--- src/rtl/hrhp_pkg.sv ---
// Shared constants, types and literal tables for the HTTP request header parser.
`default_nettype none

package hrhp_pkg;

    localparam int MAX_REQUEST_BYTES_DEF = 4096;
    localparam int CAP_W                 = 13;
    localparam int FIELD_W               = 12;
    localparam logic [CAP_W-1:0] URL_CAP_RST  = 13'd256;
    localparam logic [CAP_W-1:0] HOST_CAP_RST = 13'd64;

    // register indexes
    localparam logic CFG_URL_CAP  = 1'b0;
    localparam logic CFG_HOST_CAP = 1'b1;

    // event codes
    localparam logic [3:0] EV_REQ_OK      = 4'd0;
    localparam logic [3:0] EV_HEADER      = 4'd1;
    localparam logic [3:0] EV_END_HDRS    = 4'd2;
    localparam logic [3:0] EV_BAD_METHOD  = 4'd3;
    localparam logic [3:0] EV_BAD_VERSION = 4'd4;
    localparam logic [3:0] EV_EXTRA_CHARS = 4'd5;
    localparam logic [3:0] EV_BAD_HEADER  = 4'd6;
    localparam logic [3:0] EV_URL_LONG    = 4'd7;
    localparam logic [3:0] EV_HOST_LONG   = 4'd8;
    localparam logic [3:0] EV_REQ_LONG    = 4'd9;

    localparam logic [7:0] CH_SP    = 8'h20;
    localparam logic [7:0] CH_CR    = 8'h0D;
    localparam logic [7:0] CH_LF    = 8'h0A;
    localparam logic [7:0] CH_COLON = 8'h3A;
    localparam logic [7:0] CH_DOT   = 8'h2E;
    localparam logic [7:0] CH_ZERO  = 8'h30;
    localparam logic [7:0] CH_NINE  = 8'h39;
    localparam logic [7:0] CH_G     = 8'h47;
    localparam logic [7:0] CH_P     = 8'h50;

    localparam logic [2:0] GET_LEN  = 3'd4;
    localparam logic [2:0] POST_LEN = 3'd5;
    localparam logic [2:0] HTTP_LEN = 3'd5;
    localparam logic [2:0] HOST_LEN = 3'd4;
    localparam logic [2:0] KEY_SAT  = 3'd5;

    typedef struct packed {
        logic [3:0]         event_res;
        logic               method;
        logic [FIELD_W-1:0] url_offset;
        logic [FIELD_W-1:0] url_length;
        logic [FIELD_W-1:0] value_offset;
        logic [FIELD_W-1:0] value_length;
        logic               is_host;
        logic [FIELD_W-1:0] body_offset;
    } result_t;

    typedef struct packed {
        logic [2:0] len;
        logic       still_host;
    } key_t;

    function automatic logic [7:0] get_char(input logic [2:0] idx);
        case (idx)
            3'd0:    get_char = 8'h47; // G
            3'd1:    get_char = 8'h45; // E
            3'd2:    get_char = 8'h54; // T
            3'd3:    get_char = 8'h20;
            default: get_char = 8'h00;
        endcase
    endfunction

    function automatic logic [7:0] post_char(input logic [2:0] idx);
        case (idx)
            3'd0:    post_char = 8'h50; // P
            3'd1:    post_char = 8'h4F; // O
            3'd2:    post_char = 8'h53; // S
            3'd3:    post_char = 8'h54; // T
            3'd4:    post_char = 8'h20;
            default: post_char = 8'h00;
        endcase
    endfunction

    function automatic logic [7:0] http_char(input logic [2:0] idx);
        case (idx)
            3'd0:    http_char = 8'h48; // H
            3'd1:    http_char = 8'h54; // T
            3'd2:    http_char = 8'h54; // T
            3'd3:    http_char = 8'h50; // P
            3'd4:    http_char = 8'h2F; // /
            default: http_char = 8'h00;
        endcase
    endfunction

    function automatic logic [7:0] host_char(input logic [2:0] idx);
        case (idx)
            3'd0:    host_char = 8'h48; // H
            3'd1:    host_char = 8'h6F; // o
            3'd2:    host_char = 8'h73; // s
            3'd3:    host_char = 8'h74; // t
            default: host_char = 8'h00;
        endcase
    endfunction

    // one more key byte: length saturates, since only "four" and "more than four" matter
    function automatic key_t key_step(input key_t k, input logic [7:0] b);
        key_t r;
        r = k;
        if (k.len >= HOST_LEN || b != host_char(k.len)) begin
            r.still_host = 1'b0;
        end
        if (k.len != KEY_SAT) begin
            r.len = k.len + 3'd1;
        end
        return r;
    endfunction

    function automatic logic is_digit(input logic [7:0] b);
        return (b >= CH_ZERO) && (b <= CH_NINE);
    endfunction

endpackage

`default_nettype wire

--- src/rtl/http_request_header_parser.sv ---
// HTTP request header parser: one request byte per cycle while s_tready is high, one event per completed line or error.
//
// Input channel s_*: one request byte per item; s_tuser set on the first byte of a
// request clears the parser and makes that byte position 0. Bytes arriving while
// idle (after an error or the end of headers) with s_tuser low are dropped.
// Output channel m_*: one event item per completed request line, header line,
// end of headers or error; m_tuser carries the event code.
// Configuration: cfg_wr_en/cfg_addr/cfg_wdata write the URL and Host capacity
// registers; write only while the block is idle.
// Throughput: one byte per cycle while s_tready is high. The parser state machine
// updates in the same cycle the byte is taken, and an event is registered into the
// output register, or into the skid register while the output register is held.
// A two-entry output stage (output register plus skid register) keeps s_tready
// high while one event waits; s_tready drops only when both are full, i.e. after
// m_tready has been low for two events.
// Reset (aresetn low, synchronous): parser idle, capacities 256 and 64, output
// stage empty.
`default_nettype none

module http_request_header_parser
    import hrhp_pkg::*;
#(
    parameter int MAX_REQUEST_BYTES = MAX_REQUEST_BYTES_DEF
) (
    input  wire logic              aclk,
    input  wire logic              aresetn,
    input  wire logic              s_tvalid,
    output logic                   s_tready,
    input  wire logic [7:0]        s_tdata,   // [7:0] data_byte
    input  wire logic              s_tuser,   // [0] first_byte
    output logic                   m_tvalid,
    input  wire logic              m_tready,
    // [0] method, [12:1] url_offset, [24:13] url_length, [36:25] value_offset,
    // [48:37] value_length, [49] is_host, [61:50] body_offset, [63:62] zero
    output logic [63:0]            m_tdata,
    output logic [3:0]             m_tuser,   // [3:0] event_res
    input  wire logic              cfg_wr_en,
    input  wire logic              cfg_addr,
    input  wire logic [CAP_W-1:0]  cfg_wdata
);

    localparam int PW = $clog2(MAX_REQUEST_BYTES + 1);
    localparam int CW = (PW > CAP_W) ? PW : CAP_W;
    localparam int OW = (PW > FIELD_W) ? PW : FIELD_W;
    localparam logic [PW-1:0] POS_LIMIT = PW'(MAX_REQUEST_BYTES);

    localparam logic [4:0] PH_IDLE    = 5'd0;
    localparam logic [4:0] PH_METHOD  = 5'd1;
    localparam logic [4:0] PH_SKIP1   = 5'd2;
    localparam logic [4:0] PH_URL     = 5'd3;
    localparam logic [4:0] PH_URL_CR  = 5'd4;
    localparam logic [4:0] PH_SKIP2   = 5'd5;
    localparam logic [4:0] PH_VLIT    = 5'd6;
    localparam logic [4:0] PH_VMAJ    = 5'd7;
    localparam logic [4:0] PH_VDOT    = 5'd8;
    localparam logic [4:0] PH_VMIN    = 5'd9;
    localparam logic [4:0] PH_VTAIL   = 5'd10;
    localparam logic [4:0] PH_REQ_CR  = 5'd11;
    localparam logic [4:0] PH_HSTART  = 5'd12;
    localparam logic [4:0] PH_HCR     = 5'd13;
    localparam logic [4:0] PH_KEY     = 5'd14;
    localparam logic [4:0] PH_KEY_CR  = 5'd15;
    localparam logic [4:0] PH_HSKIP   = 5'd16;
    localparam logic [4:0] PH_VAL     = 5'd17;
    localparam logic [4:0] PH_VAL_CR  = 5'd18;

    logic [CAP_W-1:0] url_cap_reg, host_cap_reg;

    logic [4:0]    phase_reg, phase_next;
    logic [PW-1:0] pos_reg, pos_next;
    logic [2:0]    lit_idx_reg, lit_idx_next;
    logic [PW-1:0] url_start_reg, url_start_next;
    logic [PW-1:0] url_end_reg, url_end_next;
    logic [PW-1:0] val_start_reg, val_start_next;
    key_t          key_reg, key_next;
    logic          post_reg, post_next;

    result_t out_reg, skid_reg, res;
    logic    out_valid_reg, skid_valid_reg;
    logic    res_valid;
    logic    s_fire;

    // working copies: a first byte sees the cleared state
    logic [4:0]    cur_phase;
    logic [PW-1:0] cur_pos, cur_url_start, cur_url_end, cur_val_start;
    logic [2:0]    cur_lit;
    key_t          cur_key;
    logic          cur_post;

    logic [PW-1:0] url_len, val_len, body_pos;
    logic [7:0]    b;
    logic [7:0]    meth_char;
    logic [2:0]    meth_len;
    logic          host_hit;

    assign s_fire   = s_tvalid && s_tready;
    assign s_tready = ~skid_valid_reg;
    assign b        = s_tdata;

    always_comb begin
        if (s_tuser) begin
            cur_phase     = PH_METHOD;
            cur_pos       = '0;
            cur_lit       = 3'd0;
            cur_url_start = '0;
            cur_url_end   = '0;
            cur_val_start = '0;
            cur_key       = '{len: 3'd0, still_host: 1'b1};
            cur_post      = 1'b0;
        end else begin
            cur_phase     = phase_reg;
            cur_pos       = pos_reg;
            cur_lit       = lit_idx_reg;
            cur_url_start = url_start_reg;
            cur_url_end   = url_end_reg;
            cur_val_start = val_start_reg;
            cur_key       = key_reg;
            cur_post      = post_reg;
        end
    end

    assign url_len   = cur_url_end - cur_url_start;
    assign val_len   = cur_pos - PW'(1) - cur_val_start;
    assign body_pos  = cur_pos + PW'(1);
    assign meth_char = cur_post ? post_char(cur_lit) : get_char(cur_lit);
    assign meth_len  = cur_post ? POST_LEN : GET_LEN;
    assign host_hit  = cur_key.still_host && (cur_key.len == HOST_LEN);

    always_comb begin
        logic [3:0]    ev;
        logic [PW-1:0] vo, vl, body;
        logic          host;

        phase_next     = cur_phase;
        pos_next       = cur_pos;
        lit_idx_next   = cur_lit;
        url_start_next = cur_url_start;
        url_end_next   = cur_url_end;
        val_start_next = cur_val_start;
        key_next       = cur_key;
        post_next      = cur_post;
        res_valid      = 1'b0;
        ev             = EV_REQ_OK;
        vo             = '0;
        vl             = '0;
        body           = '0;
        host           = 1'b0;

        if (cur_phase != PH_IDLE) begin
            if (cur_pos >= POS_LIMIT) begin
                res_valid  = 1'b1;
                ev         = EV_REQ_LONG;
                phase_next = PH_IDLE;
            end else begin
                pos_next = cur_pos + PW'(1);
                case (cur_phase)
                    PH_METHOD: begin
                        if (cur_lit == 3'd0) begin
                            if (b == CH_P || b == CH_G) begin
                                post_next    = (b == CH_P);
                                lit_idx_next = 3'd1;
                            end else begin
                                res_valid  = 1'b1;
                                ev         = EV_BAD_METHOD;
                                phase_next = PH_IDLE;
                            end
                        end else if (b != meth_char) begin
                            res_valid  = 1'b1;
                            ev         = EV_BAD_METHOD;
                            phase_next = PH_IDLE;
                        end else begin
                            lit_idx_next = cur_lit + 3'd1;
                            if (cur_lit + 3'd1 == meth_len) begin
                                phase_next = PH_SKIP1;
                            end
                        end
                    end
                    PH_SKIP1: begin
                        if (b != CH_SP) begin
                            url_start_next = cur_pos;
                            url_end_next   = cur_pos;
                            phase_next     = (b == CH_CR) ? PH_URL_CR : PH_URL;
                        end
                    end
                    PH_URL, PH_URL_CR: begin
                        if (cur_phase == PH_URL_CR && b == CH_LF) begin
                            res_valid  = 1'b1;
                            ev         = EV_BAD_VERSION;
                            phase_next = PH_IDLE;
                        end else if (b == CH_SP) begin
                            url_end_next = cur_pos;
                            phase_next   = PH_SKIP2;
                        end else begin
                            phase_next = (b == CH_CR) ? PH_URL_CR : PH_URL;
                        end
                    end
                    PH_SKIP2: begin
                        if (b != CH_SP) begin
                            if (b != http_char(3'd0)) begin
                                res_valid  = 1'b1;
                                ev         = EV_BAD_VERSION;
                                phase_next = PH_IDLE;
                            end else begin
                                lit_idx_next = 3'd1;
                                phase_next   = PH_VLIT;
                            end
                        end
                    end
                    PH_VLIT: begin
                        if (b != http_char(cur_lit)) begin
                            res_valid  = 1'b1;
                            ev         = EV_BAD_VERSION;
                            phase_next = PH_IDLE;
                        end else begin
                            lit_idx_next = cur_lit + 3'd1;
                            if (cur_lit + 3'd1 == HTTP_LEN) begin
                                phase_next = PH_VMAJ;
                            end
                        end
                    end
                    PH_VMAJ, PH_VMIN: begin
                        if (!is_digit(b)) begin
                            res_valid  = 1'b1;
                            ev         = EV_BAD_VERSION;
                            phase_next = PH_IDLE;
                        end else begin
                            phase_next = (cur_phase == PH_VMAJ) ? PH_VDOT : PH_VTAIL;
                        end
                    end
                    PH_VDOT: begin
                        if (b != CH_DOT) begin
                            res_valid  = 1'b1;
                            ev         = EV_BAD_VERSION;
                            phase_next = PH_IDLE;
                        end else begin
                            phase_next = PH_VMIN;
                        end
                    end
                    PH_VTAIL: begin
                        if (b == CH_CR) begin
                            phase_next = PH_REQ_CR;
                        end else if (b != CH_SP) begin
                            res_valid  = 1'b1;
                            ev         = EV_EXTRA_CHARS;
                            phase_next = PH_IDLE;
                        end
                    end
                    PH_REQ_CR: begin
                        res_valid = 1'b1;
                        if (b != CH_LF) begin
                            ev         = EV_EXTRA_CHARS;
                            phase_next = PH_IDLE;
                        end else if (CW'(url_len) >= CW'(url_cap_reg)) begin
                            ev         = EV_URL_LONG;
                            phase_next = PH_IDLE;
                        end else begin
                            ev         = EV_REQ_OK;
                            phase_next = PH_HSTART;
                            key_next   = '{len: 3'd0, still_host: 1'b1};
                        end
                    end
                    PH_HSTART: begin
                        if (b == CH_CR) begin
                            phase_next = PH_HCR;
                        end else if (b == CH_COLON) begin
                            phase_next = PH_HSKIP;
                        end else if (b != CH_SP) begin
                            key_next   = key_step(cur_key, b);
                            phase_next = PH_KEY;
                        end
                    end
                    PH_HCR, PH_KEY_CR: begin
                        if (b == CH_LF) begin
                            res_valid  = 1'b1;
                            phase_next = PH_IDLE;
                            if (cur_phase == PH_HCR) begin
                                ev   = EV_END_HDRS;
                                body = body_pos;
                            end else begin
                                ev = EV_BAD_HEADER;
                            end
                        end else if (b == CH_COLON) begin
                            // a lone CR opening the line still counts as a key byte
                            if (cur_phase == PH_HCR) begin
                                key_next = '{len: 3'd1, still_host: 1'b0};
                            end
                            phase_next = PH_HSKIP;
                        end else begin
                            if (cur_phase == PH_HCR) begin
                                key_next = key_step('{len: 3'd1, still_host: 1'b0}, b);
                            end else begin
                                key_next = key_step(cur_key, b);
                            end
                            phase_next = (b == CH_CR) ? PH_KEY_CR : PH_KEY;
                        end
                    end
                    PH_KEY: begin
                        if (b == CH_COLON) begin
                            phase_next = PH_HSKIP;
                        end else begin
                            key_next = key_step(cur_key, b);
                            if (b == CH_CR) begin
                                phase_next = PH_KEY_CR;
                            end
                        end
                    end
                    PH_HSKIP: begin
                        if (b != CH_SP) begin
                            val_start_next = cur_pos;
                            phase_next     = (b == CH_CR) ? PH_VAL_CR : PH_VAL;
                        end
                    end
                    PH_VAL, PH_VAL_CR: begin
                        if (cur_phase == PH_VAL_CR && b == CH_LF) begin
                            res_valid = 1'b1;
                            vo        = cur_val_start;
                            vl        = val_len;
                            host      = host_hit;
                            key_next  = '{len: 3'd0, still_host: 1'b1};
                            if (host_hit && CW'(val_len) >= CW'(host_cap_reg)) begin
                                ev         = EV_HOST_LONG;
                                phase_next = PH_IDLE;
                            end else begin
                                ev         = EV_HEADER;
                                phase_next = PH_HSTART;
                            end
                        end else begin
                            phase_next = (b == CH_CR) ? PH_VAL_CR : PH_VAL;
                        end
                    end
                    default: begin
                        phase_next = PH_IDLE;
                    end
                endcase
            end
        end

        res.event_res    = ev;
        res.method       = (ev == EV_BAD_METHOD) ? 1'b0 : post_next;
        res.url_offset   = FIELD_W'(OW'(cur_url_start));
        res.url_length   = FIELD_W'(OW'(url_len));
        res.value_offset = FIELD_W'(OW'(vo));
        res.value_length = FIELD_W'(OW'(vl));
        res.is_host      = host;
        res.body_offset  = FIELD_W'(OW'(body));
    end

    always_ff @(posedge aclk) begin
        if (!aresetn) begin
            url_cap_reg  <= URL_CAP_RST;
            host_cap_reg <= HOST_CAP_RST;
        end else if (cfg_wr_en) begin
            case (cfg_addr)
                CFG_URL_CAP:  url_cap_reg  <= cfg_wdata;
                CFG_HOST_CAP: host_cap_reg <= cfg_wdata;
                default:      url_cap_reg  <= url_cap_reg;
            endcase
        end
    end

    always_ff @(posedge aclk) begin
        if (!aresetn) begin
            phase_reg     <= PH_IDLE;
            pos_reg       <= '0;
            lit_idx_reg   <= 3'd0;
            url_start_reg <= '0;
            url_end_reg   <= '0;
            val_start_reg <= '0;
            key_reg       <= '{len: 3'd0, still_host: 1'b1};
            post_reg      <= 1'b0;
        end else if (s_fire) begin
            phase_reg     <= phase_next;
            pos_reg       <= pos_next;
            lit_idx_reg   <= lit_idx_next;
            url_start_reg <= url_start_next;
            url_end_reg   <= url_end_next;
            val_start_reg <= val_start_next;
            key_reg       <= key_next;
            post_reg      <= post_next;
        end
    end

    // output register with a skid entry behind it
    always_ff @(posedge aclk) begin
        if (!aresetn) begin
            out_valid_reg  <= 1'b0;
            skid_valid_reg <= 1'b0;
        end else if (!out_valid_reg || m_tready) begin
            if (skid_valid_reg) begin
                out_valid_reg  <= 1'b1;
                skid_valid_reg <= 1'b0;
            end else begin
                out_valid_reg <= s_fire && res_valid;
            end
        end else if (s_fire && res_valid) begin
            skid_valid_reg <= 1'b1;
        end
    end

    always_ff @(posedge aclk) begin
        if (!out_valid_reg || m_tready) begin
            out_reg <= skid_valid_reg ? skid_reg : res;
        end else if (s_fire && res_valid) begin
            skid_reg <= res;
        end
    end

    assign m_tvalid = out_valid_reg;
    assign m_tuser  = out_reg.event_res;
    assign m_tdata  = {2'b00, out_reg.body_offset, out_reg.is_host, out_reg.value_length,
                       out_reg.value_offset, out_reg.url_length, out_reg.url_offset,
                       out_reg.method};

endmodule

`default_nettype wire
--- config.mk ---
export PLATFORM = sky130hd
export DESIGN_NAME = http_request_header_parser
export DESIGN_NICKNAME = d
export VERILOG_FILES = /design/src/rtl/hrhp_pkg.sv /design/src/rtl/http_request_header_parser.sv
export SDC_FILE = /design/constraint.sdc
export NUM_CORES = 1
export LEC_CHECK = 0
export BUFFER_PORTS_ARGS = -buffer_cell sky130_fd_sc_hd__buf_2
export CAP_MARGIN = 10
export CORE_UTILIZATION = 46
export CTS_CLUSTER_DIAMETER = 150
export DETAILED_ROUTE_END_ITERATION = 10
export SLEW_MARGIN = 20
export SYNTH_ARGS = -nofsm -noshare
export SYNTH_HDL_FRONTEND = slang
export SYNTH_SLANG_ARGS = --single-unit
--- constraint.sdc ---
create_clock -name aclk -period 19.26 [get_ports aclk]
set_clock_uncertainty 0.1 [all_clocks]
set_input_delay 0.963 -clock aclk [delete_from_list [all_inputs] [get_ports aclk]]
set_output_delay 0.963 -clock aclk [all_outputs]
set_load 0.01 [all_outputs]
==> metrics, run 1 <==
die width=168.8 µm; Max Freq=173.2 MHz; VDD IR max=0.05869 mV; max reg flops=66; commonest non-fill, non-tap cells in the layout=nand2_1, edfxtp_1, nor2_1, buf_2, dfxtp_1; synthesized area per cell=9.251 µm²; status=finished clean; cts repair resizes=0; worst r2r src=pos_reg[0]; startpoint types=primary input; flops & latches, synth=225; kind of critical path=primary input to flip-flop; Starting Density=0.4724; Top delay family on crit path=compound AO/OA/AOI/OAI gates; Slew headroom=0.2577; pwr/cell area=76.89 nW/µm²; DR iter-0 viols=833; post-synthesis async set-or-reset flop share=0; Power, Total=1.114 mW; clock slew at reported path FFs=0.06 ns; top_reg_cell synth=edfxtp_1; Max Slew Vio Count=0; CTS Hold Bufs=0; Max FO, Critical Path=66; # DRC=0; Final setup viols=0; CP Cell Sequence=buf_2 > buf_4 > nand2b_1 > ha_1 > nor4bb_1 > a2111oi_0 > o21bai_1 > a21oi_1 > o22a_1 > o21ai_0 > a31oi_1 > xor2_1 > ha_1 > and2_1 > nand3_1 > nor4_1 > a211oi_1 > a31o_2 > and4_1 > a211oi_1 > a311o_1; CTS tree=built; Worst Hold Endpoint=host_cap_reg[5]; total track usage=0.2439; FF-to-FF path depth=21; number of max-cap violations=0; CP peak stage delay=0.61 ns; Core ar.=27100 µm²; Static Leak=5.596 nW; HP Start=host_cap_reg[5]; row count=60; hold path cells=2; final worst path period share=0.2998; Pre-Repair DR Iteration Count=6; RSZ-0062 raised after global routing=no; Clock Latency Late Sink=0.54 ns; CTS Buffer Depth=3; most common library cell in the layout ignoring fill and taps=nand2_1; post-CTS setup buffer count=0; initial antenna violation count=0; first-pass GRT wire length=54730 µm; Hold Slack=0.3556 ns; Slowest-stage cell, CP=a2111oi_0; Ports=98; Synth Instances=1384; vias in the first global route=9929; post-DP HPWL=24150 µm; worst r2r dst=m_tuser[0]; Worst-Margin Slew=1.106 ns; Area Overhead vs Synth=13.17%; mapped cell area=12800 µm²; share of cells above drive strength 1=0.1424; Synth cell types=82; WP data required=19.58 ns; Avg WL per Cell=18.91 µm; die span in y=168.8 µm; buffers and inverters on the worst path=2; register area share after synthesis=0.4550; GR Overflow Total=0; CTS Sinks=225; Tmin final=5.775 ns; Root Buffer=clkbuf_16; total number of yosys warnings=0; Die ar.=28510 µm²; number of synthesized flops with an enable pin=132; largest net degree at the start of global routing=85; Num CTS Buffers=26; Via Count=10448; crit path DAT=6.10 ns; worst min-delay path category=flip-flop to flip-flop; CP endpoint kind=flip-flop; antenna-violating nets left=0; Via density=5.700; Reg2Reg Setup Slack=14.13 ns; Routed WL=34660 µm; ANT cells=0; nets@finish=1532; Final TNS setup=0 ns; H-tree depth=1; input/output buffers=95; GPL Wtd Cong=0.9306; Fin. Hold Viols=0
## worst register-to-register path, delay by kind of cell (launching register included)
kind                     cells  cell delay, ns
adder cells (fa/ha/maj)      3            1.02
flip-flops                   1            0.36
buffers and inverters        2            0.13
XOR/XNOR                     1            0.23
AO/OA/AOI/OAI                8            1.35
AND/OR/NAND/NOR              6            1.36
multiplexers                 1            0.31
## per-layer routing
| metal | vias to the layer above | wire length [µm] | GRT usage | part of all wire |
|---|---|---|---|---|
| met1 | 5033 | 16230 | 0.3391 | 0.47 |
| met4 | 0 | 769 | 0.06245 | 0.022 |
| met5 | - | 0 | 0 | 0 |
| li1 | 5073 | - | - | - |
| met3 | 50 | 1586 | 0.02549 | 0.046 |
| met2 | 292 | 16070 | 0.4055 | 0.46 |
## synth_stat cells (4+ instances only)
master	instances	share of area
clkbuf_1	63	0.018
xor2_1	17	0.012
nand4_1	9	0.0044
o21a_1	7	0.0041
inv_1	65	0.019
o22ai_1	4	0.0020
nor4_1	13	0.0064
o31ai_1	22	0.013
nor2_1	119	0.035
a2111oi_0	4	0.0027
a21oi_1	91	0.036
or2_2	7	0.0034
nor2b_1	37	0.018
a221oi_1	6	0.0041
mux2_1	10	0.0088
nand2b_1	43	0.021
a21o_1	10	0.0059
nand3_1	45	0.018
o211ai_1	7	0.0041
edfxtp_1	132	0.31
o21ai_1	4	0.0016
or4_1	4	0.0023
buf_4	7	0.0041
o21ai_0	60	0.023
xnor2_1	32	0.022
mux2_2	24	0.021
ha_1	61	0.060
buf_2	15	0.0059
dfxtp_1	93	0.15
nor3b_1	4	0.0023
and3_1	8	0.0039
and2_1	25	0.012
a31oi_1	10	0.0049
a22oi_1	39	0.023
or3_1	4	0.0020
nor3_1	28	0.011
o21bai_1	6	0.0035
nand2_1	174	0.051
a211oi_1	5	0.0029
## cell families after synthesis
group / after synthesis / share of synthesized area
compound gates: 314 / 0.1593
flops: 225 / 0.4550
other cells: 1 / 0.0002929
mux: 37 / 0.03225
buf+inv: 152 / 0.04808
xor+xnor: 49 / 0.03352
fa+ha+maj: 63 / 0.06274
simple gates: 543 / 0.2088
## cell type report
class | count | area (µm²)
repair buffers | 115 | 625.6
inverters | 65 | 244.0
clock buffers | 27 | 654.4
flip-flops and latches | 225 | 5827
clock inverters | 21 | 274.0
multi-input cells | 1008 | 6400
well taps | 372 | 465.4
fillers | 2552 | 12610
## power breakdown
| part | internal (mW) | total [mW] | switching (mW) |
|---|---|---|---|
| registers | 0.513 | 0.516 | 0.00311 |
| clock network | 0.328 | 0.535 | 0.206 |
| logic | 0.0204 | 0.0635 | 0.0431 |
## stage by stage
stage / setup WS, ns / instance area, µm² / util / instances
final: 13.49 / 14490 / 0.5347 / 1833
after global routing: 13.01 / 14490 / 0.5347 / 1833
after CTS: 13.58 / 14480 / 0.5342 / 1833
after detailed placement: 13.04 / 13550 / 0.5000 / 1785
after global placement: 13.15 / 13550 / 0.5000 / 1785
after floorplan: 12.07 / 12810 / - / 1385
## worst max-delay path by stage
stage                     startpoint     endpoint  slack (ns)  cells after the start
after detailed placement     s_tuser   key_reg[3]       13.04                     21
after global placement       s_tuser   key_reg[3]       13.15                     21
final                        s_tuser   key_reg[3]       13.49                     21
after CTS                    s_tuser   key_reg[3]       13.58                     21
after global routing         s_tuser   m_tuser[0]       13.01                     23
after floorplan              s_tuser  skid_reg[0]       12.07                     15
Power figures use the tool's default switching activity.
==> run 2, diff against run 1 <==
clock period = 5.6 ns   (was 19.26 ns; I/O delays follow)
==> run 2 against run 1 <==
Net effect: sequential cell count unchanged; first-iteration DRC count increased by 7.7%; via count decreased by 0.50%; critical endpoint unchanged; clock power increased to 3.1 times the previous value; sequential power increased to 3.4 times the previous value.
==> metrics, run 2 (same netlist as run 1, synthesis figures left out) <==
worst min-delay path category=primary input to flip-flop; CP endpoint kind=flip-flop; VDD IR max=0.2161 mV; cts repair resizes=0; HP Start=aresetn; Slowest-stage cell, CP=a211oi_1; Post-DP Area=13640 µm²; die width=168.8 µm; Num CTS Buffers=26; Finished Layout Cells=1850; Ports=98; Power, Total=3.661 mW; ANT cells=0; Max Slew Vio Count=0; post-DP HPWL=24730 µm; Via Count=10396; most common library cell in the layout ignoring fill and taps=nand2_1; Die ar.=28510 µm²; pwr/cell area=250.5 nW/µm²; DR iter-0 viols=897; RSZ-0062 raised after global routing=no; CTS Hold Bufs=13; Crit. Startpoint=url_start_reg[3]; Worst-Margin Slew=1.001 ns; GR Overflow Total=0; input/output buffers=95; initial antenna violation count=0; vias in the first global route=9710; WP data required=5.94 ns; # DRC=0; CP peak stage delay=0.56 ns; final instance area=14610 µm²; worst r2r dst=key_reg[3]; crit path DAT=5.26 ns; CTS Buffer Depth=3; Placed Instances=1789; max reg flops=66; share of cells above drive strength 1=0.1461; Fin. Hold Viols=0; number of max-cap violations=0; die span in y=168.8 µm; fillcell total=2502; FF-to-FF path depth=19; Reg2Reg Setup Slack=0.67 ns; CP Cell Sequence=nand2b_1 > ha_1 > nor4bb_1 > a2111oi_0 > o21bai_1 > a21oi_1 > o22a_1 > o21ai_0 > a31oi_1 > xor2_1 > ha_1 > and2_1 > nand3_1 > nor4_1 > a211oi_1 > a31o_2 > and4_1 > a211oi_1 > a311o_1; antenna-violating nets left=0; Area Overhead vs Synth=14.14%; Slew headroom=0.3285; Final setup viols=0; startpoint types=flip-flop; Pre-Repair DR Iteration Count=5; nets@finish=1549; Max FO, Critical Path=3; post-CTS setup buffer count=0; Worst Hold Endpoint=host_cap_reg[6]; Static Leak=5.636 nW; CTS tree=built; commonest non-fill, non-tap cells in the layout=nand2_1, edfxtp_1, nor2_1, buf_2, dfxtp_1; Max Freq=203.0 MHz; largest net degree at the start of global routing=70; total track usage=0.2418; worst r2r src=url_start_reg[3]; hold path cells=2; clock slew at reported path FFs=0.07 ns; CTS Sinks=225; Final TNS setup=0 ns; final worst path period share=0.8796; status=finished clean; Via density=5.619; Starting Density=0.4724; first-pass GRT wire length=54330 µm; kind of critical path=flip-flop to flip-flop; Routed WL=34800 µm; GPL Wtd Cong=0.9408; H-tree depth=1; Core ar.=27100 µm²; Avg WL per Cell=18.81 µm; row count=60; Root Buffer=clkbuf_16; Tmin final=4.926 ns; Clock Latency Late Sink=0.54 ns
[run 2: worst max-delay path by stage]
stage                  end  slack (ns)  cells after the start
2_1_floorplan  skid_reg[0]       -0.34                     14
3_3_place_gp    key_reg[3]        0.45                     20
3_5_place_dp    key_reg[3]        0.40                     19
4_1_cts         key_reg[3]        0.69                     19
5_1_grt         key_reg[3]        0.22                     19
6_report        key_reg[3]        0.67                     19
[run 2: worst max-delay path, delay by kind of cell (launching register included)]
kind,cells,cell delay [ns]
AO/OA/AOI/OAI,10,2.78
flip-flops,1,0.37
AND/OR/NAND/NOR,6,0.82
XOR/XNOR,1,0.18
adder cells (fa/ha/maj),2,0.59
[run 2: power breakdown]
group	internal (mW)	switching (mW)
combinational	0.0782	0.150
clock	0.981	0.677
sequential	1.76	0.0111
[run 2: layer usage]
metal | GRT usage | wire [µm] | vias up
met5 | 0 | 0 | -
li1 | - | - | 5102
met3 | 0.02221 | 1536 | 57
met1 | 0.3348 | 16080 | 4943
met4 | 0.06403 | 743 | 0
met2 | 0.4050 | 16440 | 294
[run 2: metrics by stage]
step                      hold slack [ns]  utilization  setup slack (ns)
after floorplan                    0.3160            -           -0.3429
after global placement             0.3469       0.5031            0.4521
after detailed placement           0.3474       0.5035            0.4046
after CTS                         0.05279       0.5392            0.6879
after global routing              0.07640       0.5392            0.2242
final                             0.06543       0.5392            0.6744
[run 2: cell type report]
type,instances,area (µm²),area share
clock buffers,33,704.4,0.04820
multi-input cells,1008,6439,0.4406
inverters,65,245.2,0.01678
well taps,372,465.4,0.03185
flip-flops and latches,225,5827,0.3987
repair buffers,132,798.3,0.05462
clock inverters,15,135.1,0.009247
